===== config.mk =====
export PLATFORM = sky130hd
export DESIGN_NAME = heading_to_differential_drive
export DESIGN_NICKNAME = d
export VERILOG_FILES = /design/src/hdl/hdd_pkg.sv /design/src/hdl/hdd_decode.sv /design/src/hdl/hdd_div45.sv /design/src/hdl/heading_to_differential_drive.sv
export VERILOG_INCLUDE_DIRS = /design/src /design/src/hdl
export SDC_FILE = /design/constraint.sdc
export NUM_CORES = 1
export LEC_CHECK = 0
export BUFFER_PORTS_ARGS = -buffer_cell sky130_fd_sc_hd__buf_4
export CELL_PAD_IN_SITES_DETAIL_PLACEMENT = 0
export CELL_PAD_IN_SITES_GLOBAL_PLACEMENT = 2
export CORE_ASPECT_RATIO = 1.4
export CORE_MARGIN = 2
export CORE_UTILIZATION = 42
export DETAILED_ROUTE_END_ITERATION = 12
export PLACE_DENSITY_LB_ADDON = 0.1
export SLEW_MARGIN = 0
export SYNTH_ARGS = -nofsm -noshare
export SYNTH_HDL_FRONTEND = slang
export SYNTH_SLANG_ARGS = --single-unit

===== constraint.sdc =====
create_clock -name clock -period 7.4 [get_ports clock]
set_input_delay 0.74 -clock clock [delete_from_list [all_inputs] [get_ports clock]]
set_output_delay 0.74 -clock clock [all_outputs]
set_load 0.005 [all_outputs]

===== src/hdl/heading_to_differential_drive_assert.svh =====
// ----------------------------------------------------------------------------
// Assertion macros for the heading to differential drive block
// Shared property wrappers so that every check has the same clocking.
// ----------------------------------------------------------------------------
`ifndef HEADING_TO_DIFFERENTIAL_DRIVE_ASSERT_SVH
`define HEADING_TO_DIFFERENTIAL_DRIVE_ASSERT_SVH

// Overlapping implication, checking is off while reset is high.
`define HDD_ASSERT_IMPL(label, clk, rst, ante, cons) \
   label: assert property (@(posedge clk) disable iff (rst) (ante) |-> (cons)) \
      else $error("assertion failed: overlapping implication");

// Next-cycle implication, checked during reset as well.
`define HDD_ASSERT_NEXT(label, clk, ante, cons) \
   label: assert property (@(posedge clk) (ante) |=> (cons)) \
      else $error("assertion failed: next-cycle implication");

`endif


===== src/hdl/hdd_pkg.sv =====
// ----------------------------------------------------------------------------
// hdd_pkg
// Types and constants shared by the heading to differential drive modules.
// ----------------------------------------------------------------------------
`default_nettype none

package hdd_pkg;

   localparam int HEADING_W = 9;
   localparam int SPEED_W   = 16;
   localparam int N_W       = 6;
   localparam int PROD_W    = SPEED_W + N_W;

   // Heading limits in degrees, one bit wider than the heading port.
   localparam logic signed [HEADING_W:0] DEG_45  = 10'sd45;
   localparam logic signed [HEADING_W:0] DEG_90  = 10'sd90;
   localparam logic signed [HEADING_W:0] DEG_135 = 10'sd135;
   localparam logic signed [HEADING_W:0] DEG_180 = 10'sd180;

   // Division by 45 as a multiplication by a rounded-up reciprocal.
   localparam int RECIP_SHIFT = PROD_W + N_W;
   localparam int RECIP_W     = RECIP_SHIFT - 5;
   localparam logic [RECIP_W-1:0] RECIP_45 =
      RECIP_W'(((64'd1 << RECIP_SHIFT) + 64'd44) / 64'd45);
   localparam int WIDE_W = PROD_W + RECIP_W;

   // Direction codes.
   localparam logic [1:0] DIR_FWD  = 2'd2;
   localparam logic [1:0] DIR_BACK = 2'd1;

   typedef struct packed {
      logic [N_W-1:0] n;
      logic           scale_left;
      logic           scale_right;
      logic           left_fwd;
      logic           right_fwd;
   } sector_type;

endpackage

`default_nettype wire


===== src/hdl/hdd_decode.sv =====
// ----------------------------------------------------------------------------
// hdd_decode
// Finds the 45-degree sector of a heading, the ramp position within it,
// which wheel is scaled and the direction of each wheel.
// ----------------------------------------------------------------------------
`default_nettype none

module hdd_decode (
   input  wire logic signed [hdd_pkg::HEADING_W-1:0] heading,
   output hdd_pkg::sector_type                       sector
);

   logic signed [hdd_pkg::HEADING_W:0] hx;
   logic signed [hdd_pkg::HEADING_W:0] nx;

   assign hx = {heading[hdd_pkg::HEADING_W-1], heading};

   always_comb begin
      nx                 = '0;
      sector.scale_left  = 1'b0;
      sector.scale_right = 1'b0;
      sector.left_fwd    = (hx > -hdd_pkg::DEG_45) && (hx <= hdd_pkg::DEG_135);
      sector.right_fwd   = (hx > -hdd_pkg::DEG_135) && (hx <= hdd_pkg::DEG_45);
      if (hx > -hdd_pkg::DEG_180 && hx <= -hdd_pkg::DEG_135) begin
         nx                 = -hx - hdd_pkg::DEG_135;
         sector.scale_right = 1'b1;
      end else if (hx > -hdd_pkg::DEG_135 && hx <= -hdd_pkg::DEG_90) begin
         nx                 = hx + hdd_pkg::DEG_135;
         sector.scale_right = 1'b1;
      end else if (hx > -hdd_pkg::DEG_90 && hx <= -hdd_pkg::DEG_45) begin
         nx                = -hx - hdd_pkg::DEG_45;
         sector.scale_left = 1'b1;
      end else if (hx > -hdd_pkg::DEG_45 && hx <= 10'sd0) begin
         nx                = hx + hdd_pkg::DEG_45;
         sector.scale_left = 1'b1;
      end else if (hx > 10'sd0 && hx <= hdd_pkg::DEG_45) begin
         nx                 = hdd_pkg::DEG_45 - hx;
         sector.scale_right = 1'b1;
      end else if (hx > hdd_pkg::DEG_45 && hx <= hdd_pkg::DEG_90) begin
         nx                 = hx - hdd_pkg::DEG_45;
         sector.scale_right = 1'b1;
      end else if (hx > hdd_pkg::DEG_90 && hx <= hdd_pkg::DEG_135) begin
         nx                = hdd_pkg::DEG_135 - hx;
         sector.scale_left = 1'b1;
      end else if (hx > hdd_pkg::DEG_135 && hx <= hdd_pkg::DEG_180) begin
         nx                = hx - hdd_pkg::DEG_135;
         sector.scale_left = 1'b1;
      end
      // Within any sector the ramp position stays in 0..45.
      sector.n = nx[hdd_pkg::N_W-1:0];
   end

endmodule

`default_nettype wire


===== src/hdl/hdd_div45.sv =====
// ----------------------------------------------------------------------------
// hdd_div45
// Exact floor division of the speed-times-ramp product by 45.
// ----------------------------------------------------------------------------
`default_nettype none

module hdd_div45 (
   input  wire logic [hdd_pkg::PROD_W-1:0]  prod,
   output logic      [hdd_pkg::SPEED_W-1:0] quot
);

   logic [hdd_pkg::WIDE_W-1:0] wide;

   // The reciprocal is rounded up with enough fraction bits that the
   // truncated result is exact for every product below 2^PROD_W.
   assign wide = hdd_pkg::WIDE_W'(prod) * hdd_pkg::WIDE_W'(hdd_pkg::RECIP_45);
   assign quot = wide[hdd_pkg::RECIP_SHIFT +: hdd_pkg::SPEED_W];

endmodule

`default_nettype wire


===== src/hdl/heading_to_differential_drive.sv =====
// ----------------------------------------------------------------------------
// heading_to_differential_drive
// Maps a heading and a base speed to left and right wheel commands.
// ----------------------------------------------------------------------------
// Usage:
// A request is taken at a rising edge where start is high and busy is low.
// The block is fully pipelined, so busy is held low and a new request may be
// issued in every cycle. Each request carries a signed heading in degrees
// and an unsigned base speed.
// The result appears on the rsp_ ports after the input, product and result
// registers and is marked by rsp_valid for exactly one cycle. The receiver
// cannot stall the block, so it must capture the result in that cycle.
// Throughput is one request per cycle. The pipeline is: input register,
// sector decode plus the speed-by-ramp multiply, then the divide by 45 done
// as a reciprocal multiply into the result register. Each multiplier sits
// alone between two register stages.
// A synchronous reset clears the pipeline valid bits, so no result is
// strobed for requests in flight at reset. The payload registers are not
// reset. One wheel always runs at the base speed; for headings in -179..180 the
// other is scaled by floor(speed * n / 45), n the position within its sector.
// ----------------------------------------------------------------------------
`default_nettype none
`include "heading_to_differential_drive_assert.svh"

module heading_to_differential_drive (
   input  wire logic                                 clock,
   input  wire logic                                 reset,
   input  wire logic                                 start,
   output logic                                      busy,
   input  wire logic signed [hdd_pkg::HEADING_W-1:0] req_heading,
   input  wire logic        [hdd_pkg::SPEED_W-1:0]   req_base_speed,
   output logic                                      rsp_valid,
   output logic             [hdd_pkg::SPEED_W-1:0]   rsp_left_speed,
   output logic             [1:0]                    rsp_left_dir_code,
   output logic             [hdd_pkg::SPEED_W-1:0]   rsp_right_speed,
   output logic             [1:0]                    rsp_right_dir_code,
   output logic                                      rsp_reversing
);

   // Stage 1: captured request.
   logic                                 in_valid_ff;
   logic signed [hdd_pkg::HEADING_W-1:0] in_heading_ff;
   logic        [hdd_pkg::SPEED_W-1:0]   in_speed_ff;

   // Stage 2: decoded sector and the speed-by-ramp product.
   hdd_pkg::sector_type                  sector;
   logic                                 mul_valid_ff;
   hdd_pkg::sector_type                  mul_sector_ff;
   logic        [hdd_pkg::SPEED_W-1:0]   mul_speed_ff;
   logic        [hdd_pkg::PROD_W-1:0]    mul_prod_ff;
   logic        [hdd_pkg::PROD_W-1:0]    mul_prod_in;

   // Stage 3: result register.
   logic        [hdd_pkg::SPEED_W-1:0]   quot;
   logic                                 out_valid_ff;
   logic        [hdd_pkg::SPEED_W-1:0]   out_left_ff;
   logic        [hdd_pkg::SPEED_W-1:0]   out_right_ff;
   logic        [1:0]                    out_left_dir_ff;
   logic        [1:0]                    out_right_dir_ff;
   logic                                 out_rev_ff;

   logic accept;

   // Every stage advances each cycle, so the block never refuses a request.
   assign busy   = 1'b0;
   assign accept = start && !busy;

   always_ff @(posedge clock) begin
      if (reset) begin
         in_valid_ff  <= 1'b0;
         mul_valid_ff <= 1'b0;
         out_valid_ff <= 1'b0;
      end else begin
         in_valid_ff  <= accept;
         mul_valid_ff <= in_valid_ff;
         out_valid_ff <= mul_valid_ff;
      end
   end

   always_ff @(posedge clock) begin
      in_heading_ff <= req_heading;
      in_speed_ff   <= req_base_speed;
   end

   hdd_decode u_decode (
      .heading (in_heading_ff),
      .sector  (sector)
   );

   assign mul_prod_in = hdd_pkg::PROD_W'(in_speed_ff) * hdd_pkg::PROD_W'(sector.n);

   always_ff @(posedge clock) begin
      mul_sector_ff <= sector;
      mul_speed_ff  <= in_speed_ff;
      mul_prod_ff   <= mul_prod_in;
   end

   hdd_div45 u_div45 (
      .prod (mul_prod_ff),
      .quot (quot)
   );

   // The scaled wheel takes the quotient; the other keeps the base speed.
   always_ff @(posedge clock) begin
      out_left_ff      <= mul_sector_ff.scale_left  ? quot : mul_speed_ff;
      out_right_ff     <= mul_sector_ff.scale_right ? quot : mul_speed_ff;
      out_left_dir_ff  <= mul_sector_ff.left_fwd  ? hdd_pkg::DIR_FWD : hdd_pkg::DIR_BACK;
      out_right_dir_ff <= mul_sector_ff.right_fwd ? hdd_pkg::DIR_FWD : hdd_pkg::DIR_BACK;
      out_rev_ff       <= !mul_sector_ff.left_fwd && !mul_sector_ff.right_fwd;
   end

   assign rsp_valid          = out_valid_ff;
   assign rsp_left_speed     = out_left_ff;
   assign rsp_right_speed    = out_right_ff;
   assign rsp_left_dir_code  = out_left_dir_ff;
   assign rsp_right_dir_code = out_right_dir_ff;
   assign rsp_reversing      = out_rev_ff;

   // A taken request is strobed out after the input, product and result registers.
   `HDD_ASSERT_IMPL(a_latency, clock, reset, accept, ##3 rsp_valid)
   // Reset leaves no result strobe behind.
   `HDD_ASSERT_NEXT(a_reset_clears, clock, reset, !rsp_valid)
   // Reversing is only flagged with both wheels backward.
   `HDD_ASSERT_IMPL(a_rev_dirs, clock, reset, rsp_valid && rsp_reversing,
      rsp_left_dir_code == hdd_pkg::DIR_BACK && rsp_right_dir_code == hdd_pkg::DIR_BACK)
   // At least one wheel carries the base speed of the matching request.
   `HDD_ASSERT_IMPL(a_base_wheel, clock, reset, rsp_valid,
      rsp_left_speed == $past(req_base_speed, 3) || rsp_right_speed == $past(req_base_speed, 3))

endmodule

`default_nettype wire


Word-level counts from Yosys, hierarchy flattened
Cells that the tools add are included.
{"block": "word_totals", "output_inout_bits": 39, "register_bits": 107, "input_bits": 28, "elab_cells": 79}
{"block": "op_classes", "n_lt_le_gt_ge": 16, "mul": 2, "mux": 22, "addsub": 9, "reduce_logical": 14}
{"operator": "two-way mux 6 bit", "count": 8}
{"operator": "multiplier 22 x 23 -> 44 bit, second input constant", "count": 1}
{"operator": "two-way mux 16 bit", "count": 2}
{"operator": "> comparator 9 bit, second input constant", "count": 3}
{"operator": "less-or-equal comparator 9 bit, second input constant", "count": 3}
{"operator": "multiplier 16 x 6 -> 22 bit", "count": 1}
{"operator": "> comparator 9 x 7 -> 1 bit, second input constant", "count": 2}
{"operator": "> comparator 9 x 8 -> 1 bit, second input constant", "count": 2}
{"operator": "less-or-equal comparator 9 x 7 -> 1 bit, second input constant", "count": 2}
{"operator": "less-or-equal comparator 9 x 8 -> 1 bit, second input constant", "count": 2}
{"operator": "subtractor 6 x 4 -> 6 bit, second input constant", "count": 2}
{"operator": "subtractor 6 bit, second input constant", "count": 2}
{"operator": "logical AND 1 bit", "count": 11}
{"operator": "two-way mux 1 bit", "count": 10}
{"operator": "> comparator 9 x 1 -> 1 bit, second input constant", "count": 1}
{"operator": "less-or-equal comparator 9 x 1 -> 1 bit, second input constant", "count": 1}
{"operator": "adder 6 x 4 -> 6 bit, second input constant", "count": 1}
{"operator": "adder 6 bit, second input constant", "count": 1}
{"operator": "negator 6 bit", "count": 1}
{"operator": "subtractor 4 x 6 -> 6 bit, first input constant", "count": 1}
{"operator": "subtractor 6 bit, first input constant", "count": 1}
{"operator": "two-way mux 2 bit", "count": 2}
{"operator": "logical NOT 1 bit", "count": 2}
{"operator": "OR reduction 2 bit", "count": 1}

Longest topological paths before layout
Gate-level depths: netlist of run 1.
{"block": "depth", "word_depth": 11, "depth_mapped": 28, "ltp_nobuf": 25}

Modules after synthesis
Synthesis of run 1 repeated with hierarchy kept, for this count alone.
{"block": "hier_totals", "hier_cells": 1411, "hier_area_um2": 13679.4}
{"mod": "hdd_div45", "area_per_inst_um2": 6781.5, "seq_area_each_um2": 0.0, "cells_per_inst": 712, "n_inst": 1}
{"mod": "heading_to_differential_drive", "area_per_inst_um2": 5506.5, "seq_area_each_um2": 2142.1, "cells_per_inst": 507, "n_inst": 1}
{"mod": "hdd_decode", "area_per_inst_um2": 1391.3, "seq_area_each_um2": 0.0, "cells_per_inst": 192, "n_inst": 1}

Worst setup path before layout of run 1
Ideal clock, no wire load.
{"block": "synth_timing", "path_type": "reg2reg", "from": "register in_heading_ff[3] in the netlist's numbering", "to": "register mul_prod_ff[21] in the netlist's numbering", "setup_slack_ns": 1.285, "setup_time_ns": 0.095, "path_buffers": 1, "stages_incl_launch_ff": 24, "arrival_ns": 6.020, "synth_period_minus_slack_ns": 6.115, "required_ns": 7.305, "cell_sequence": "dfxtp_1 > clkbuf_1 > inv_1 > ha_1 > and3_1 > o311ai_1 > a21oi_2 > a221oi_1 > o221ai_1 > a211oi_2 > a21oi_2 > and2_1 > fa_1 > fa_1 > inv_1 > fa_1 > inv_1 > ha_1 > or4_1 > o211ai_1 > a211oi_1 > o31a_1 > o21a_1 > o311ai_1"}
{"block": "synth_between", "elab_chain_cells": 11, "word_cells_on_any_way": 42, "cone_classes": "9 x add/sub; 1 x mul; 16 x order compare; 8 x mux; 8 x reduce/logical"}
{"element": "from (decl)", "line": "heading_to_differential_drive.sv:42", "rtl": "logic signed [hdd_pkg::HEADING_W-1:0] in_heading_ff;"}
{"element": "from (signal assigned)", "line": "heading_to_differential_drive.sv:81", "rtl": "in_heading_ff <= req_heading;"}
{"element": "> comparator 9 bit or less-or-equal comparator 9 bit (tied branches)", "line": "hdd_decode.sv:45", "rtl": "end else if (hx > hdd_pkg::DEG_135 && hx <= hdd_pkg::DEG_180) begin"}
{"element": "logical AND 1 bit", "line": "hdd_decode.sv:45"}
{"element": "two-way mux 6 bit", "line": "hdd_decode.sv:45"}
{"element": "two-way mux 6 bit", "line": "hdd_decode.sv:42", "rtl": "end else if (hx > hdd_pkg::DEG_90 && hx <= hdd_pkg::DEG_135) begin"}
{"element": "two-way mux 6 bit", "line": "hdd_decode.sv:39", "rtl": "end else if (hx > hdd_pkg::DEG_45 && hx <= hdd_pkg::DEG_90) begin"}
{"element": "two-way mux 6 bit", "line": "hdd_decode.sv:36", "rtl": "end else if (hx > 10'sd0 && hx <= hdd_pkg::DEG_45) begin"}
{"element": "two-way mux 6 bit", "line": "hdd_decode.sv:33", "rtl": "end else if (hx > -hdd_pkg::DEG_45 && hx <= 10'sd0) begin"}
{"element": "two-way mux 6 bit", "line": "hdd_decode.sv:30", "rtl": "end else if (hx > -hdd_pkg::DEG_90 && hx <= -hdd_pkg::DEG_45) begin"}
{"element": "two-way mux 6 bit", "line": "hdd_decode.sv:27", "rtl": "end else if (hx > -hdd_pkg::DEG_135 && hx <= -hdd_pkg::DEG_90) begin"}
{"element": "two-way mux 6 bit (*)", "line": "hdd_decode.sv:24", "rtl": "if (hx > -hdd_pkg::DEG_180 && hx <= -hdd_pkg::DEG_135) begin"}
{"element": "multiplier 16 x 6 -> 22 bit (*)", "line": "heading_to_differential_drive.sv:90", "rtl": "assign mul_prod_in = hdd_pkg::PROD_W'(in_speed_ff) * hdd_pkg::PROD_W'(sector.n);"}
{"element": "named net mul_prod_in (one bit)", "line": "heading_to_differential_drive.sv:51", "rtl": "logic [hdd_pkg::PROD_W-1:0] mul_prod_in;"}
{"element": "to (signal assigned)", "line": "heading_to_differential_drive.sv:95", "rtl": "mul_prod_ff <= mul_prod_in;"}
{"element": "to (decl)", "line": "heading_to_differential_drive.sv:50", "rtl": "logic [hdd_pkg::PROD_W-1:0] mul_prod_ff;"}
The timed path passes the listed nets; every way through them passes the cells marked *.
A chain may end at the register's enable or synchronous reset.

Worst setup path after layout of run 1
{"block": "layout_timing", "from": "register in_heading_ff[2] in the netlist's numbering", "to": "register mul_prod_ff[21] in the netlist's numbering"}
The elaborated chain is that of the path after synthesis.

==> impl_results.md, run 1 <==
- Run status: finished clean
- Synth cell count leaders: 279 x inv_1, 233 x ha_1, 185 x fa_1, 107 x dfxtp_1, 78 x and2_1
- CTS Sinks: roughly 110
- Skew final: 0.01943 ns
- FFs w/ async S/R, synth: 0%
- F_max: about 150 MHz
- Diode count: 0
- Vias per Instance: 5.148
- Starting density of the core: a little over two fifths
- Largest net degree at the start of global routing: 24
- Final Hold Viols: 0
- Least-Margin Pin Slew: between 0.6 and 0.7 ns
- Max Cap Viol: 0
- Post-synth EDFFs: 0
- Final Max Slew Viols: 0
- Core ar.: between 30000 and 40000 um^2
- Remaining DRCs: 0
- Post-DR wirelength/cell: between 20 and 25 um
- Count leader, synth: inv_1
- Nets: between 1500 and 2000
- CTS Buf Count: 9
- Worst EP arrival: approximately 7.1 ns
- Final Cycle Share: 92.22%
- Crit path time final: ~6.8 ns
- Die Y-Extent: between 200 and 250 um
- Critical path peak fanout: 11
- Max stage delay cell, worst path: fa_1
- Ports: between 60 and 70
- Die W: roughly 160 um
- First-pass GRT wire length: around 58 mm
- Avg Inst Size Synth: between 9 and 10 um^2
- Number of cells on the critical path: 24
- Rows: 77
- Initial drt markers: about 300
- Worst setup EP type: register
- Pre-antenna DRT Iters: 5
- Slew HR: between 50% and 60%
- WL final: approximately 37 mm
- Main synth FF type: dfxtp_1
- RePlAce Congestion: 0.8969
- Synth area leaders: fa_1 27%, ha_1 22%, dfxtp_1 16%
- Flops & latches, synth: 107
- Cells after Synth: roughly 1400
- Clock Latency Late Sink: 0.38 ns
- Setup TNS: 0 ns
- HPWL Detailed: roughly 32 mm
- Via Count: 9457
- CTS Hold Bufs: 0
- RSZ-0062 raised after global routing: no
- Synthesized area: 13480 um^2
- RR Endpoint: mul_prod_ff[21]
- Initial antenna violation count: 0
- Tightest Hold Check Type: reg -> reg
- GRT Total Usage: about 23%
- Layout cells sized above 1: a little over a tenth
- P&R area growth vs syn: 9.571%
- CTS max path bufs: 2
- WP buf/inv: 3
- Vias in the first global route: between 10000 and 15000
- Post-synth top area cell: fa_1
- CP max stage delay: between 0.5 and 0.6 ns
- Setup violators final: 0
- Number of library cell types mapped by synthesis: 80
- R2R setup slack: ~0.58 ns
- Startpoint types: register
- Post-route ant nets: 0
- YS warnings: 0
- R2R depth: 24
- Post-CTS Repair Setup Buffers: 0
- Full die area: between 30000 and 40000 um^2
- Data required, critical path: approximately 7.7 ns
- IO Port Bufs: 65
- Worst setup path startpoint: in_heading_ff[2]
- Worst setup path category: reg -> reg
- CTS tree: built
- Delay-heaviest family, CP: compound AO/OA/AOI/OAI gates
- CTS clk-pin slew, worst paths: about 0.090 ns
- Post-CTS resize count: 0
- Crit-path cells: inv_1 -> ha_1 -> a21o_1 -> a21oi_2 -> o211ai_2 -> o22a_1 -> o211ai_1 -> o21ai_1 -> a21oi_2 -> and2_1 -> fa_1 -> fa_1 -> inv_1 -> fa_1 -> inv_1 -> ha_1 -> o21a_1 -> o21ai_0 -> a21boi_0 -> o211ai_1 -> a211oi_1 -> o31a_1 -> o21a_1 -> o311ai_1
- Net Count, Synth: approximately 1800
- Overflow left after global routing: 0
- Worst Setup EP: mul_prod_ff[21]
- Reg2Reg Launch Point: in_heading_ff[2]
- Cell at the root of the clock tree: clkbuf_16
- Sequential element share of the synthesized area: 15.89%
- H-tree Lvls: 3
- Top cell type's share of synthesized area: a little over a quarter
[placed cells by master, fill, tap and decap left out, drive strengths merged, types with 5 or more instances in the layout]
cell	netlist	layout
o21ai	27	27
dfxtp	107	107
nand4	10	10
inv	281	285
xnor2	35	35
nand2b	6	6
nor2b	14	14
a31o	5	5
nand3	27	27
nand2	60	60
nand3b	5	5
nor2	44	44
buf	16	84
mux2	18	18
a211oi	6	6
a21o	11	11
ha	233	233
fa	185	185
and2	85	85
a31oi	6	6
clkbuf	9	9
o211ai	14	14
nor3	9	9
a21oi	60	60
o21a	9	9
xor2	10	10
o311ai	6	6
[per-stage QoR]
stage	utilization, %	hold WS, ns	cells	cell area [um^2]	setup slack (ns)
2_1_floorplan	-	0.3509	1367	13480	1.285
3_3_place_gp	45.72	0.3637	1821	14450	0.6275
3_5_place_dp	45.72	0.3641	1821	14450	0.6347
4_1_cts	46.73	0.3846	1837	14770	0.5646
5_1_grt	46.73	0.3900	1837	14770	0.09686
6_report	46.73	0.3802	1837	14770	0.5757
[cell families after synthesis]
family	synth area share, %
simple gates	10.82
xor+xnor	2.924
compound gates	10.59
mux	1.652
buf+inv	8.986
flops	15.89
other cells	0.02782
fa+ha+maj	49.11
[routing by layer]
layer	up-vias	track usage, %	routed length (um)
li1	4597	-	-
met1	4687	26.14	14690
met2	124	44.32	20580
met3	49	1.767	547
met4	0	8.746	1344
met5	-	0	0
[state kept, by name (all words and copies together), names as in the netlist]
register	count
rsp_left_dir_code	2
in_speed_ff	16
in_valid_ff	1
mul_sector_ff	4
mul_prod_ff	22
mul_speed_ff	16
rsp_valid	1
rsp_right_dir_code	2
in_heading_ff	9
rsp_right_speed	16
mul_valid_ff	1
rsp_left_speed	16
rsp_reversing	1
[area by class of cell]
type                            instances  area [um^2]
Fill cell                            3122        16830
Multi-Input combinational cell        954        10120
Sequential cell                       107         2142
Inverter                              281         1055
Timing Repair Buffer                   84        630.6
Tap cell                              395        494.2
Clock buffer                            9        225.2
Clock inverter                          7        96.34
[worst min-delay path by stage]
stage,cells after the start,from,slack (ns),to
finish,0,mul_sector_ff[0],0.38,rsp_right_dir_code[1]
global route,0,mul_sector_ff[0],0.39,rsp_right_dir_code[1]
CTS,0,mul_sector_ff[1],0.38,rsp_left_dir_code[1]
detailed placement,0,mul_sector_ff[1],0.36,rsp_left_dir_code[1]
global placement,0,mul_sector_ff[0],0.36,rsp_right_dir_code[1]
floorplan,0,mul_sector_ff[1],0.35,rsp_left_dir_code[1]
Power of run 1 is not shown: default switching activity piles up to over one toggle a cycle in this logic, so the estimate is an artifact.
==> run 2: changes to the inputs <==
Settings changed: CORE_UTILIZATION 42 to 45.
Clock period 7.4 ns to 7.98 ns, I/O delays scaled along.
==> run 2 against run 1 <==
Compared with the run above:
- sequential cell count is the same
- register-to-register slack improved by 0.17 ns
- cell area is 0.77% lower
- critical path type unchanged
==> impl_results.md, run 2 (synthesis gave the netlist of run 1 again) <==
- Run status: finished clean (unchanged)
- Pre-antenna DRT Iters: 5 (unchanged)
- Critical path peak fanout: 16 (was 11)
- Initial antenna violation count: 0 (unchanged)
- Post-CTS resize count: 0 (unchanged)
- Tightest Hold Check Type: reg -> reg (unchanged)
- Commonest non-fill, non-tap cell in the layout: inv_1 (unchanged)
- Skew final: 0.01254 ns (was 0.01943 ns)
- Die W: 150.3 um (was 155.4 um)
- Max Cap Viol: 0 (unchanged)
- Least-Margin Pin Slew: 0.9704 ns (was 0.6588 ns)
- Remaining DRCs: 0 (unchanged)
- Initial drt markers: 270 (was 297)
- Worst setup EP type: register (unchanged)
- Largest net degree at the start of global routing: 21 (was 24)
- Startpoint types: register (unchanged)
- GRT Total Usage: 23.82% (was 23.05%)
- RR Endpoint: mul_prod_ff[21] (unchanged)
- Post-route ant nets: 0 (unchanged)
- Crit path time final: 7.233 ns (was 6.824 ns)
- Setup TNS: 0 ns (unchanged)
- CTS Sinks: 107 (unchanged)
- Full die area: 31370 um^2 (was 33560 um^2)
- Vias per Instance: 5.196 (was 5.148)
- Overflow left after global routing: 0 (unchanged)
- Vias in the first global route: 10210 (was 10270)
- IO Port Bufs: 65 (unchanged)
- Core ar.: 29750 um^2 (was 31600 um^2)
- Die Y-Extent: 208.8 um (was 216.0 um)
- Min-Delay Path Depth: 0 (unchanged)
- CTS tree: built (unchanged)
- Hold EP: rsp_right_dir_code[1] (unchanged)
- Worst EP arrival: 7.52 ns (was 7.10 ns)
- Clock Latency Late Sink: 0.38 ns (about the same)
- R2R depth: 24 (unchanged)
- RePlAce Congestion: 0.9053 (was 0.8969)
- Post-DR wirelength/cell: 19.50 um (was 20.23 um)
- Diode count: 0 (unchanged)
- Data required, critical path: 8.26 ns (was 7.67 ns)
- CTS Hold Bufs: 0 (unchanged)
- Layout cells sized above 1: 10.27% (was 10.89%)
- Final Max Slew Viols: 0 (unchanged)
- Ports: 67 (unchanged)
- Largest register FFs: 22 (unchanged)
- CTS Buf Count: 9 (unchanged)
- Reg2Reg Launch Point: in_heading_ff[3] (was in_heading_ff[2])
- Top reg by flops: mul_prod_ff (unchanged)
- WL final: 35.43 mm (was 37.16 mm)
- Slew HR: 33.63% (was 55.76%)
- Nets: 1873 (was 1883)
- P&R area growth vs syn: 8.727% (was 9.571%)
- Rows: 75 (was 77)
- H-tree Lvls: 3 (unchanged)
- Commonest cells after routing, fill and taps aside: 279 x inv_1, 233 x ha_1, 185 x fa_1 (unchanged)
- Setup violators final: 0 (unchanged)
- HPWL Detailed: 30.99 mm (was 32.35 mm)
- Worst setup path category: reg -> reg (unchanged)
- R2R setup slack: 0.75 ns (was 0.58 ns)
- Final Cycle Share: 90.64% (was 92.22%)
- First-pass GRT wire length: 56.15 mm (was 57.89 mm)
- F_max: 138.3 MHz (was 146.5 MHz)
- Cell at the root of the clock tree: clkbuf_16 (unchanged)
- Starting density of the core: 45.31% (was 42.65%)
- Hold_sp: mul_sector_ff[0] (unchanged)
- CTS max path bufs: 2 (unchanged)
- RSZ-0062 raised after global routing: no (unchanged)
- Via Count: 9442 (was 9457)
- Post-CTS Repair Setup Buffers: 0 (unchanged)
- CTS clk-pin slew, worst paths: 0.08 ns (was 0.09 ns)
- Final Hold Viols: 0 (unchanged)
-- run 2: stage by stage --
stage | area (um^2) | utilization, % | std cells | hold slack (ns) | setup slack, ns
after global placement | 14360 | 48.27 | 1801 | 0.3584 | 0.6845
final | 14650 | 49.26 | 1817 | 0.3753 | 0.7468
after global routing | 14650 | 49.26 | 1817 | 0.3912 | 0.3263
after floorplan | 13480 | - | 1367 | 0.3509 | 1.865
after detailed placement | 14360 | 48.27 | 1801 | 0.3648 | 0.8042
after CTS | 14650 | 49.26 | 1817 | 0.3776 | 0.7861
-- run 2: worst max path at each step --
stage | cells after the start | to | start
final | 24 | mul_prod_ff[21] | in_heading_ff[3]
after global routing | 24 | mul_prod_ff[21] | in_heading_ff[4]
after CTS | 24 | mul_prod_ff[21] | in_heading_ff[4]
after detailed placement | 24 | mul_prod_ff[21] | in_heading_ff[4]
after global placement | 24 | mul_prod_ff[21] | in_heading_ff[3]
after floorplan | 23 | mul_prod_ff[21] | in_heading_ff[3]
-- run 2: cell type report --
| class | count | area (um^2) |
|---|---|---|
| Fill cell | 2894 | 15090 |
| Multi-Input combinational cell | 954 | 10120 |
| Sequential cell | 107 | 2142 |
| Inverter | 281 | 1055 |
| Timing Repair Buffer | 74 | 555.5 |
| Tap cell | 385 | 481.7 |
| Clock buffer | 9 | 225.2 |
| Clock inverter | 7 | 70.07 |
-- run 2: worst max-delay path: stages, from the launching register on --
cell and delay [ns]:
dfxtp_1 0.32, inv_1 0.33, ha_1 0.39, nand3_1 0.18
a32o_1 0.31, nand3_1 0.11, a21o_1 0.27, nor2_1 0.06
a2111oi_0 0.86, a21oi_2 0.41, and2_1 0.29, fa_1 0.48
fa_1 0.50, inv_1 0.06, fa_1 0.53, inv_1 0.04
ha_1 0.33, o21a_1 0.20, o21ai_0 0.19, a21boi_0 0.18
o211ai_1 0.16, a211oi_1 0.14, o31a_1 0.34, o21a_1 0.18
o311ai_1 0.26
-- run 2: per-layer routing --
metal | vias to the layer above | GRT usage, % | wire length [um]
li1 | 4584 | - | -
met1 | 4624 | 27.48 | 13860
met4 | 0 | 9.889 | 1371
met5 | - | 0 | 0
met3 | 63 | 2.336 | 840
met2 | 171 | 44.17 | 19350
Power of run 2 is left out for the same reason.
